===== config.mk =====
export PLATFORM = sky130hd
export DESIGN_NAME = deadline_ordered_redraw_queue_unit
export DESIGN_NICKNAME = d
export VERILOG_FILES = /design/src/design/dorq_pkg.sv /design/src/design/dorq_ram.sv /design/src/design/deadline_ordered_redraw_queue_unit.sv
export SDC_FILE = /design/constraint.sdc
export NUM_CORES = 2
export LEC_CHECK = 0
export BUFFER_PORTS_ARGS = -buffer_cell sky130_fd_sc_hd__clkbuf_2
export CORE_MARGIN = 4
export CORE_UTILIZATION = 30
export CTS_BUF_LIST = sky130_fd_sc_hd__clkbuf_8
export CTS_CLUSTER_SIZE = 25
export DETAILED_ROUTE_END_ITERATION = 10
export PLACE_DENSITY = 0.53
export SETUP_SLACK_MARGIN = 0.02
export SYNTH_ARGS = -nofsm -noshare
export SYNTH_HDL_FRONTEND = slang
export SYNTH_SLANG_ARGS = --single-unit
export TNS_END_PERCENT = 20

===== constraint.sdc =====
create_clock -name clock -period 16.14 [get_ports clock]
set_clock_uncertainty 0.2 [all_clocks]
set_input_delay 0.807 -clock clock [delete_from_list [all_inputs] [get_ports clock]]
set_output_delay 0.807 -clock clock [all_outputs]
set_load 0.01 [all_outputs]

===== src/design/dorq_pkg.sv =====
// Package: constants, entry layout and sequencer states for the redraw queue.
package dorq_pkg;
   localparam int DEPTH_DEFAULT = 16;
   localparam int OWNER_W = 8;
   localparam int AREA_W = 48;
   localparam int TIME_W = 48;
   localparam int ENTRY_W = OWNER_W + AREA_W + TIME_W;
   localparam int REQ_DATA_W = 104;
   localparam int RSP_DATA_W = 112;

   localparam logic CMD_SCHEDULE = 1'b0;
   localparam logic CMD_EXPIRE = 1'b1;
   localparam logic KIND_STATUS = 1'b0;
   localparam logic KIND_REDRAW = 1'b1;

   typedef struct packed {
      logic [OWNER_W-1:0] owner;
      logic [AREA_W-1:0]  area;
      logic [TIME_W-1:0]  due;
   } entry_type;

   typedef enum logic [2:0] {
      ST_IDLE,
      ST_READ,
      ST_SCAN,
      ST_INSERT,
      ST_HEAD,
      ST_STATUS,
      ST_OUT
   } state_type;
endpackage


===== src/design/dorq_ram.sv =====
// Generic single-port-write, single-port-read RAM with registered read data.
module dorq_ram #(
   parameter int WIDTH = 8,
   parameter int DEPTH = 16
) (
   input  logic                     clock,
   input  logic                     wr_en,
   input  logic [$clog2(DEPTH)-1:0] wr_addr,
   input  logic [WIDTH-1:0]         wr_data,
   input  logic [$clog2(DEPTH)-1:0] rd_addr,
   output logic [WIDTH-1:0]         rd_data
);
   logic [WIDTH-1:0] mem_ff [DEPTH];

   always_ff @(posedge clock) begin
      if (wr_en) begin
         mem_ff[wr_addr] <= wr_data;
      end
      rd_data <= mem_ff[rd_addr];
   end
endmodule


===== src/design/deadline_ordered_redraw_queue_unit.sv =====
// Top level: deadline-sorted redraw queue held in a ping-pong pair of RAMs.
//
// Input beats on req_ carry schedule or expire commands; result beats on
// rsp_ carry redraw results (one per expired entry) and always end with one
// status beat flagged by rsp_tlast. Items are processed one at a time.
// Each item makes a compacting pass over the occupied entries: the live
// queue is read from one RAM bank, one entry per ST_READ/ST_SCAN pair, and
// the surviving entries, with a new entry merged at its sorted place, are
// written to the other bank; the banks then swap roles, except when a
// schedule overflows a full queue and the old bank is kept.
// Expired entries leave as redraw beats during the pass; while rsp_tready is
// low a redraw beat that cannot yet enter the result register makes the
// pass reread its entry, and a waiting status beat holds the sequencer in
// ST_OUT. The result register holds each beat until taken. Reset empties
// the queue at once through the fill count; the RAM contents need no
// clearing. req_tready is high only while no item is in progress.
module deadline_ordered_redraw_queue_unit #(
   parameter int QUEUE_DEPTH = dorq_pkg::DEPTH_DEFAULT
) (
   input  logic                            clock,
   input  logic                            reset,
   input  logic                            req_tvalid,
   output logic                            req_tready,
   // owner_id[7:0], area_x, area_y, area_width, area_height, time_value
   input  logic [dorq_pkg::REQ_DATA_W-1:0] req_tdata,
   // command
   input  logic                            req_tuser,
   output logic                            rsp_tvalid,
   input  logic                            rsp_tready,
   // out_owner, out_x, out_y, out_width, out_height, next_due,
   // next_due_valid, queue_overflow, zero fill
   output logic [dorq_pkg::RSP_DATA_W-1:0] rsp_tdata,
   // result_kind
   output logic                            rsp_tuser,
   output logic                            rsp_tlast
);
   import dorq_pkg::*;

   localparam int AW = $clog2(QUEUE_DEPTH);
   localparam int CW = $clog2(QUEUE_DEPTH + 1);

   state_type state_ff, state_in;
   logic bank_ff, bank_in;
   logic [CW-1:0] count_ff, count_in;
   logic [CW-1:0] rd_idx_ff, rd_idx_in;
   logic [CW-1:0] wr_idx_ff, wr_idx_in;
   logic cmd_ff, cmd_in;
   entry_type new_ff, new_in;
   logic placed_ff, placed_in;
   logic removed_ff, removed_in;
   logic ovf_ff, ovf_in;
   logic expiring_ff, expiring_in;

   logic out_valid_ff, out_valid_in;
   logic [RSP_DATA_W-1:0] out_data_ff, out_data_in;
   logic out_kind_ff, out_kind_in;
   logic out_last_ff, out_last_in;

   logic wr_en [2];
   logic [AW-1:0] wr_addr;
   entry_type wr_data;
   logic [AW-1:0] rd_addr;
   entry_type rd_data [2];
   entry_type cur;
   logic out_free;

   for (genvar b = 0; b < 2; b++) begin : g_bank
      dorq_ram #(.WIDTH(ENTRY_W), .DEPTH(QUEUE_DEPTH)) u_ram (
         .clock  (clock),
         .wr_en  (wr_en[b]),
         .wr_addr(wr_addr),
         .wr_data(wr_data),
         .rd_addr(rd_addr),
         .rd_data(rd_data[b])
      );
   end

   assign cur = bank_ff ? rd_data[1] : rd_data[0];
   assign out_free = !out_valid_ff || rsp_tready;

   always_ff @(posedge clock) begin
      if (reset) begin
         state_ff <= ST_IDLE;
         bank_ff <= 1'b0;
         count_ff <= '0;
         out_valid_ff <= 1'b0;
      end else begin
         state_ff <= state_in;
         bank_ff <= bank_in;
         count_ff <= count_in;
         out_valid_ff <= out_valid_in;
      end
      rd_idx_ff <= rd_idx_in;
      wr_idx_ff <= wr_idx_in;
      cmd_ff <= cmd_in;
      new_ff <= new_in;
      placed_ff <= placed_in;
      removed_ff <= removed_in;
      ovf_ff <= ovf_in;
      expiring_ff <= expiring_in;
      out_data_ff <= out_data_in;
      out_kind_ff <= out_kind_in;
      out_last_ff <= out_last_in;
   end

   always_comb begin
      state_in = state_ff;
      bank_in = bank_ff;
      count_in = count_ff;
      rd_idx_in = rd_idx_ff;
      wr_idx_in = wr_idx_ff;
      cmd_in = cmd_ff;
      new_in = new_ff;
      placed_in = placed_ff;
      removed_in = removed_ff;
      ovf_in = ovf_ff;
      expiring_in = expiring_ff;
      out_valid_in = out_valid_ff && !rsp_tready;
      out_data_in = out_data_ff;
      out_kind_in = out_kind_ff;
      out_last_in = out_last_ff;
      wr_en[0] = 1'b0;
      wr_en[1] = 1'b0;
      wr_addr = wr_idx_ff[AW-1:0];
      wr_data = cur;
      rd_addr = rd_idx_ff[AW-1:0];
      req_tready = 1'b0;

      case (state_ff)
         ST_IDLE: begin
            req_tready = 1'b1;
            if (req_tvalid) begin
               cmd_in = req_tuser;
               new_in.owner = req_tdata[7:0];
               new_in.area = req_tdata[55:8];
               new_in.due = req_tdata[103:56];
               placed_in = 1'b0;
               removed_in = 1'b0;
               ovf_in = 1'b0;
               expiring_in = 1'b1;
               rd_idx_in = '0;
               wr_idx_in = '0;
               state_in = ST_READ;
            end
         end
         ST_READ: begin
            // issue read of the entry at rd_idx
            if (rd_idx_ff < count_ff) begin
               rd_addr = rd_idx_ff[AW-1:0];
               state_in = ST_SCAN;
            end else begin
               state_in = ST_INSERT;
            end
         end
         ST_SCAN: begin
            if (cmd_ff == CMD_SCHEDULE) begin
               if (cur.owner == new_ff.owner) begin
                  removed_in = 1'b1;
                  rd_idx_in = rd_idx_ff + 1'b1;
                  state_in = ST_READ;
               end else if (!placed_ff && cur.due > new_ff.due) begin
                  // merge new entry ahead of this one, reread this one
                  wr_en[!bank_ff] = 1'b1;
                  wr_data = new_ff;
                  placed_in = 1'b1;
                  wr_idx_in = wr_idx_ff + 1'b1;
                  state_in = ST_READ;
               end else begin
                  wr_en[!bank_ff] = 1'b1;
                  wr_idx_in = wr_idx_ff + 1'b1;
                  rd_idx_in = rd_idx_ff + 1'b1;
                  state_in = ST_READ;
               end
            end else if (expiring_ff && cur.due <= new_ff.due) begin
               if (out_free) begin
                  out_valid_in = 1'b1;
                  out_kind_in = KIND_REDRAW;
                  out_last_in = 1'b0;
                  out_data_in = '0;
                  out_data_in[55:0] = {cur.area, cur.owner};
                  rd_idx_in = rd_idx_ff + 1'b1;
                  state_in = ST_READ;
               end else begin
                  state_in = ST_READ;
               end
            end else begin
               expiring_in = 1'b0;
               wr_en[!bank_ff] = 1'b1;
               wr_idx_in = wr_idx_ff + 1'b1;
               rd_idx_in = rd_idx_ff + 1'b1;
               state_in = ST_READ;
            end
         end
         ST_INSERT: begin
            if (cmd_ff == CMD_SCHEDULE) begin
               if (!removed_ff && count_ff == CW'(QUEUE_DEPTH)) begin
                  ovf_in = 1'b1;
                  wr_idx_in = count_ff;
                  bank_in = !bank_ff;
               end else if (!placed_ff) begin
                  wr_en[!bank_ff] = 1'b1;
                  wr_data = new_ff;
                  wr_idx_in = wr_idx_ff + 1'b1;
               end
            end
            state_in = ST_HEAD;
         end
         ST_HEAD: begin
            // overflow keeps the old bank: flip twice means unchanged
            bank_in = !bank_ff;
            count_in = wr_idx_ff;
            state_in = ST_STATUS;
         end
         ST_STATUS: begin
            rd_addr = '0;
            state_in = ST_OUT;
         end
         ST_OUT: begin
            rd_addr = '0;
            if (out_free) begin
               out_valid_in = 1'b1;
               out_kind_in = KIND_STATUS;
               out_last_in = 1'b1;
               out_data_in = '0;
               if (count_ff != '0) begin
                  out_data_in[56+:TIME_W] = cur.due;
                  out_data_in[104] = 1'b1;
               end
               out_data_in[105] = ovf_ff;
               state_in = ST_IDLE;
            end
         end
         default: state_in = ST_IDLE;
      endcase
   end

   assign rsp_tvalid = out_valid_ff;
   assign rsp_tdata = out_data_ff;
   assign rsp_tuser = out_kind_ff;
   assign rsp_tlast = out_last_ff;

   property p_no_accept_busy;
      @(posedge clock) disable iff (reset)
         (state_ff != ST_IDLE) |-> !req_tready;
   endproperty
   assert property (p_no_accept_busy) else $error("input taken while busy");

   property p_count_bound;
      @(posedge clock) disable iff (reset) count_ff <= CW'(QUEUE_DEPTH);
   endproperty
   assert property (p_count_bound) else $error("fill count beyond depth");

   property p_last_status;
      @(posedge clock) disable iff (reset)
         rsp_tvalid |-> (rsp_tlast == (rsp_tuser == KIND_STATUS));
   endproperty
   assert property (p_last_status) else $error("tlast not on status beat");
endmodule


# After elaboration in Yosys (flattened, before gate mapping)
# Memory sizes are Yosys's and may differ from the RTL's. A register that Yosys moved wholly into a read port is not among the register bits.
# Cells that the tools add are included.
[totals]
ff_bits = 243
latch_bits = 0
mem_bits_rw = 3328
mem_bits_ro = 0
input_bits = 109
out_inout_bits = 116
memories = 2
[classes]
add_sub_neg = 2
mul = 0
div_mod_pow = 0
magnitude_cmp = 5
n_eq_ne = 25
n_shift = 0
muxes = 77
bitwise_logic = 1
reduce_logical = 29
[memory_table]
columns = ["memory", "words", "width", "rd", "rd_clocked_by_memory_dff", "write_ports", "line", "rtl"]
rows = [
  ["g_bank[0].u_ram.mem_ff", 16, 104, 1, 1, 1, "dorq_ram.sv:13", "logic [WIDTH-1:0] mem_ff [DEPTH];"],
  ["g_bank[1].u_ram.mem_ff", 16, 104, 1, 1, 1, "dorq_ram.sv:13", ""],
]
[op_table]
columns = ["operator", "n"]
rows = [
  ["$mux W104", 7],
  ["$mux W112", 4],
  ["$pmux W112 S2", 1],
  ["$pmux W104 S2", 1],
  ["$mux W5", 12],
  ["$mux W49", 1],
  ["$gt A48 B48 Y1", 1],
  ["$le A48 B48 Y1", 1],
  ["$mux W1", 29],
  ["$ne A2 B2 Y1 const B", 12],
  ["$pmux W3 S7", 1],
  ["$pmux W1 S2", 8],
  ["$reduce_and A4 Y1", 4],
  ["$pmux W5 S3", 1],
  ["$mux W2", 6],
  ["$add A5 B1 Y5 const B", 2],
  ["$pmux W5 S2", 1],
  ["$reduce_and A5 Y1", 2],
  ["$eq A3 B3 Y1 const B", 3],
  ["$ne A3 B3 Y1 const B", 3],
  ["$eq A8 B8 Y1", 1],
  ["$ne A4 B4 Y1 const B", 2],
  ["$reduce_bool A2 Y1", 4],
  ["$eq A3 B2 Y1 const B", 2],
  ["other kinds (20)", 30],
]

# Logic depth before layout (Yosys ltp)
[depth]
word_depth = 12
ltp_mapped = 14

# By module
# A second synthesis with hierarchy kept.
[hier_totals]
cells_unflattened = 6241
area_unflattened_um2 = 140822.6
[modules_own_cells]
columns = ["mod", "n_inst", "cells_each", "area_per_inst_um2", "seq_area_each_um2"]
rows = [
  ["dorq_ram", 2, 2662, 64257.9, 52049.9],
  ["deadline_ordered_redraw_queue_unit", 1, 917, 12306.8, 7016.7],
]

# Worst setup path after synthesis
# No wires, ideal clock.
[synth_path]
path_kind = "register to register"
from = "register bank_ff"
to = "memory g_bank[0].u_ram.mem_ff[4][0] (netlist name) (enable)"
setup_time_ps = 858
t_arrival_ps = 13880
path_slack_ps = 1202
stages_incl_launch_ff = 13
period_less_slack_ps = 14938
cell_sequence = "dfxtp_1 > buf_6 > clkbuf_1 > clkbuf_1 > mux2_2 > ha_1 > nor2b_1 > o211ai_1 > a2111o_1 > and3_1 > o31a_1 > a32o_1 > nor4b_1"
[synth_rtl]
columns = ["element", "line", "rtl"]
rows = [
  ["start: declaration", "deadline_ordered_redraw_queue_unit.sv:43", "logic bank_ff, bank_in;"],
  ["start signal: assignment", "deadline_ordered_redraw_queue_unit.sv:89", "bank_ff <= bank_in;"],
  ["end: declaration", "dorq_ram.sv:13", ""],
]

==> results.cfg <==
[grt]
grt_use_met1_pct = 24.4
grt_util_met2_pct = 26.6
antenna_found_initial = 28
grt_pass1_vias = 79600
grt_use_met3_pct = 3.34
grt-busiest-layer = met2
grt_usage_pct = 17.1
grt_pass1_wl_mm = 599
grt_max_degree = 163
overflow = 0

[sta]
drv_slew = 0
period_needed_ns = 7.33
max_freq_mhz = 136
setup_ws_ns = 8.81
worst_pin_slew_ns = 1.34
rsz0062_at_grt = no
setup_viol = 0
slew_headroom_pct = 10.8
finalHoldViolCount = 0
fin_crit_sh_pct = 45.4
finalSetupTns_ns = 0

[layout]
layout_commonest_cell = edfxtp_1
area_delta_synth_final_pct = 14.9
layout-drive-gt1-share_pct = 21.5
layout_common_cells = edfxtp_1 (3555), o221ai_1 (832), clkbuf_8 (672)
utilization_pct = 34.6
layout.nets = 8258

[power]
netSwitchingFraction_pct = 27.0
power_density_nw_per_um2 = 140
irDropWorstVdd_v = 0.0000754
p_sw_mw = 6.15
clock_power_share_pct = 34.5
seqPwrFrac_pct = 52.1
p_int_mw = 16.6
p_leak_nw = 51.6
power_frac_comb_pct = 13.4

[flow_run]
maxCapViolCount = 0

[detailed_routing]
dr_total_vias = 79000
drc = 0
via_per_inst = 5.33
drt.antenna.violating_nets = 0
wirelength_mm = 426
drt-pass1-iter-count = 6
first_iter_violations = 8658
wl_per_cell_microns = 28.7

[die]
die-height_microns = 695
die_w_microns = 695
rows = 252
core-area_sq_um = 471000
start_util_pct = 30.1
io_pins = 225
dieArea_sq_um = 483000

[yosys]
seq_area_frac_synth_pct = 78.4
ys_types = 62
synth.mux.area_fraction_pct = 8.42
synth_top_area_share_pct = 75.4
yosys_warnings = 0
ys.flop_type = edfxtp_1
synth_area_leaders = edfxtp_1 (75%), mux4_2 (6.6%), o221ai_1 (5.1%)
synth_adder_area_share_pct = 0.503
async_reset_ff_share_pct = 0
netlist_instances = 7494
yosys_register_bits = 3773
synth_xor_area_share_pct = 0.0927
synthesis.area_sq_um = 142000
synth-simple-area-share_pct = 3.46
yosysTopAreaCell = edfxtp_1
synth_top_family_by_area = multiplexers
synth-edff-count = 3555
syn_avg_cell_area_sq_um = 18.9
synth-compound-area-share_pct = 7.13

[clock_network]
clkSlewWorstSetupHoldPaths_ns = 0.06
htree_levels = 6
cts_sinks = 3773
tritoncts = done
clockRootBuffer = clkbuf_8
cts_resized = 0
clockBufferDepth = 4
clk_latency_ns = 1.19
cts_made_buffers = 612

[worst_setup_path]
path_cells = buf_4 -> mux2_2 -> ha_1 -> nand2_1 -> o21ai_0 -> a221oi_1 -> o211ai_1 -> o21ai_0 -> a32o_2 -> buf_4 -> nor4_4 -> buf_4 -> buf_4
cp_max_fo = 45
critPathCaptureType = register
worst_ep_arrival_time_ns = 7.88
cp-start-kind = register
slowest_delay_ns = 0.94
cp_common_cell = buf_4
crit_type = reg2reg
slowest_stage = buf_4
worst_ep_required_time_ns = 16.69

[run_status]
run_status = completed

[placed_design]
place_congestion = 0.803
dp_hpwl_mm = 215
io_buffers = 218
place_ws_ns = 8.90

[worst_hold_path]
hold_class = in2reg
area by class of cell:
type                            count  area (sq um)
Inverter                           69           264
Fill cell                       44400        308000
Timing Repair Buffer              515          3890
Clock inverter                    448          2300
Tap cell                         6223          7790
Multi-Input combinational cell   3121         28100
Antenna cell                       12          30.0
Sequential cell                  3773        111000
Clock buffer                      672          9250
cells in the mapped netlist, types with 57 or more instances:
library cell,n
edfxtp_1,3555
o221ai_1,832
nand2_1,659
mux4_2,416
clkbuf_1,320
o21ai_0,226
dfxtp_1,218
nand3_1,217
a31oi_1,210
mux2_2,128
buf_2,115
inv_1,69
mux2_4,62
ha_1,57
layer usage:
layer | vias to the layer above | routed length [microns]
met4 | 18 | 9540
met3 | 585 | 34500
li1 | 32300 | -
met2 | 3576 | 197000
met5 | - | 136
met1 | 42500 | 185000
power groups by stage:
stage / Clock [mW] / Sequential, mW / Combinational (mW)
global placement: 0 / 12.1 / 2.99
floorplan: 0 / 12.0 / 1.94
detailed placement: 0 / 12.1 / 3.06
global route: 8.52 / 11.9 / 3.33
CTS: 8.04 / 11.9 / 3.09
finish: 7.85 / 11.9 / 3.06
critical path: cells and delay by family (launching register included):
kind	cells	cell delay [ns]
buffers and inverters	4	2.66
AOI/OAI and AO/OA	5	2.06
DFF	1	0.65
muxes	1	0.42
and+or+nand+nor	2	0.38
adders and majority gates	1	0.30
stage by stage:
stage               instance area, sq um  total power, mW  hold WS, ns  cells
finish                            163000             22.8        0.146  14800
global route                      163000             23.7       0.0703  14800
CTS                               163000             23.0     0.000303  14800
detailed placement                150000             15.1        0.336  13600
global placement                  150000             15.0        0.315  13600
floorplan                         142000             13.9        0.276   7499
repair_timing:
item                                    4_1_cts  5_1_grt
hold buffers                                114        0
endpoints found under the hold margin       115        0
endpoints found under the setup margin        0        0
buffers inserted                              0        0
cell families after synthesis:
| logic type | after synthesis |
|---|---|
| mux | 624 |
| fa+ha+maj | 57 |
| compound gates | 1325 |
| xor+xnor | 15 |
| flops | 3773 |
| simple gates | 1094 |
| buf+inv | 605 |
| other cells | 1 |
path summary, 6_finish.rpt:
check	start	end	slack, ns	cells after the start
max	bank_ff$_SDFFE_PP0P_	g_bank[1].u_ram.mem_ff[0][21]$_DFFE_PP_	8.81	13
min	req_tdata[0]	new_ff[96]$_DFFE_PP_	0.15	2
max reg2reg	bank_ff$_SDFFE_PP0P_	g_bank[1].u_ram.mem_ff[0][21]$_DFFE_PP_	8.81	13
min reg2reg	count_ff[0]$_SDFFE_PP0P_	count_ff[0]$_SDFFE_PP0P_	0.35	2
registers in the layout (all words and copies together), names as in the netlist:
name,flops
rsp_tuser,1
wr_idx_ff,5
ovf_ff,1
rd_idx_ff,5
new_ff,104
placed_ff,1
removed_ff,1
rsp_tdata,106
rsp_tvalid,1
g_bank.u_ram.mem_ff,3328
g_bank.u_ram.rd_data,208
expiring_ff,1
count_ff,5
cmd_ff,1
state_ff,3
rsp_tlast,1
bank_ff,1
(Power assumes the default switching activity.)
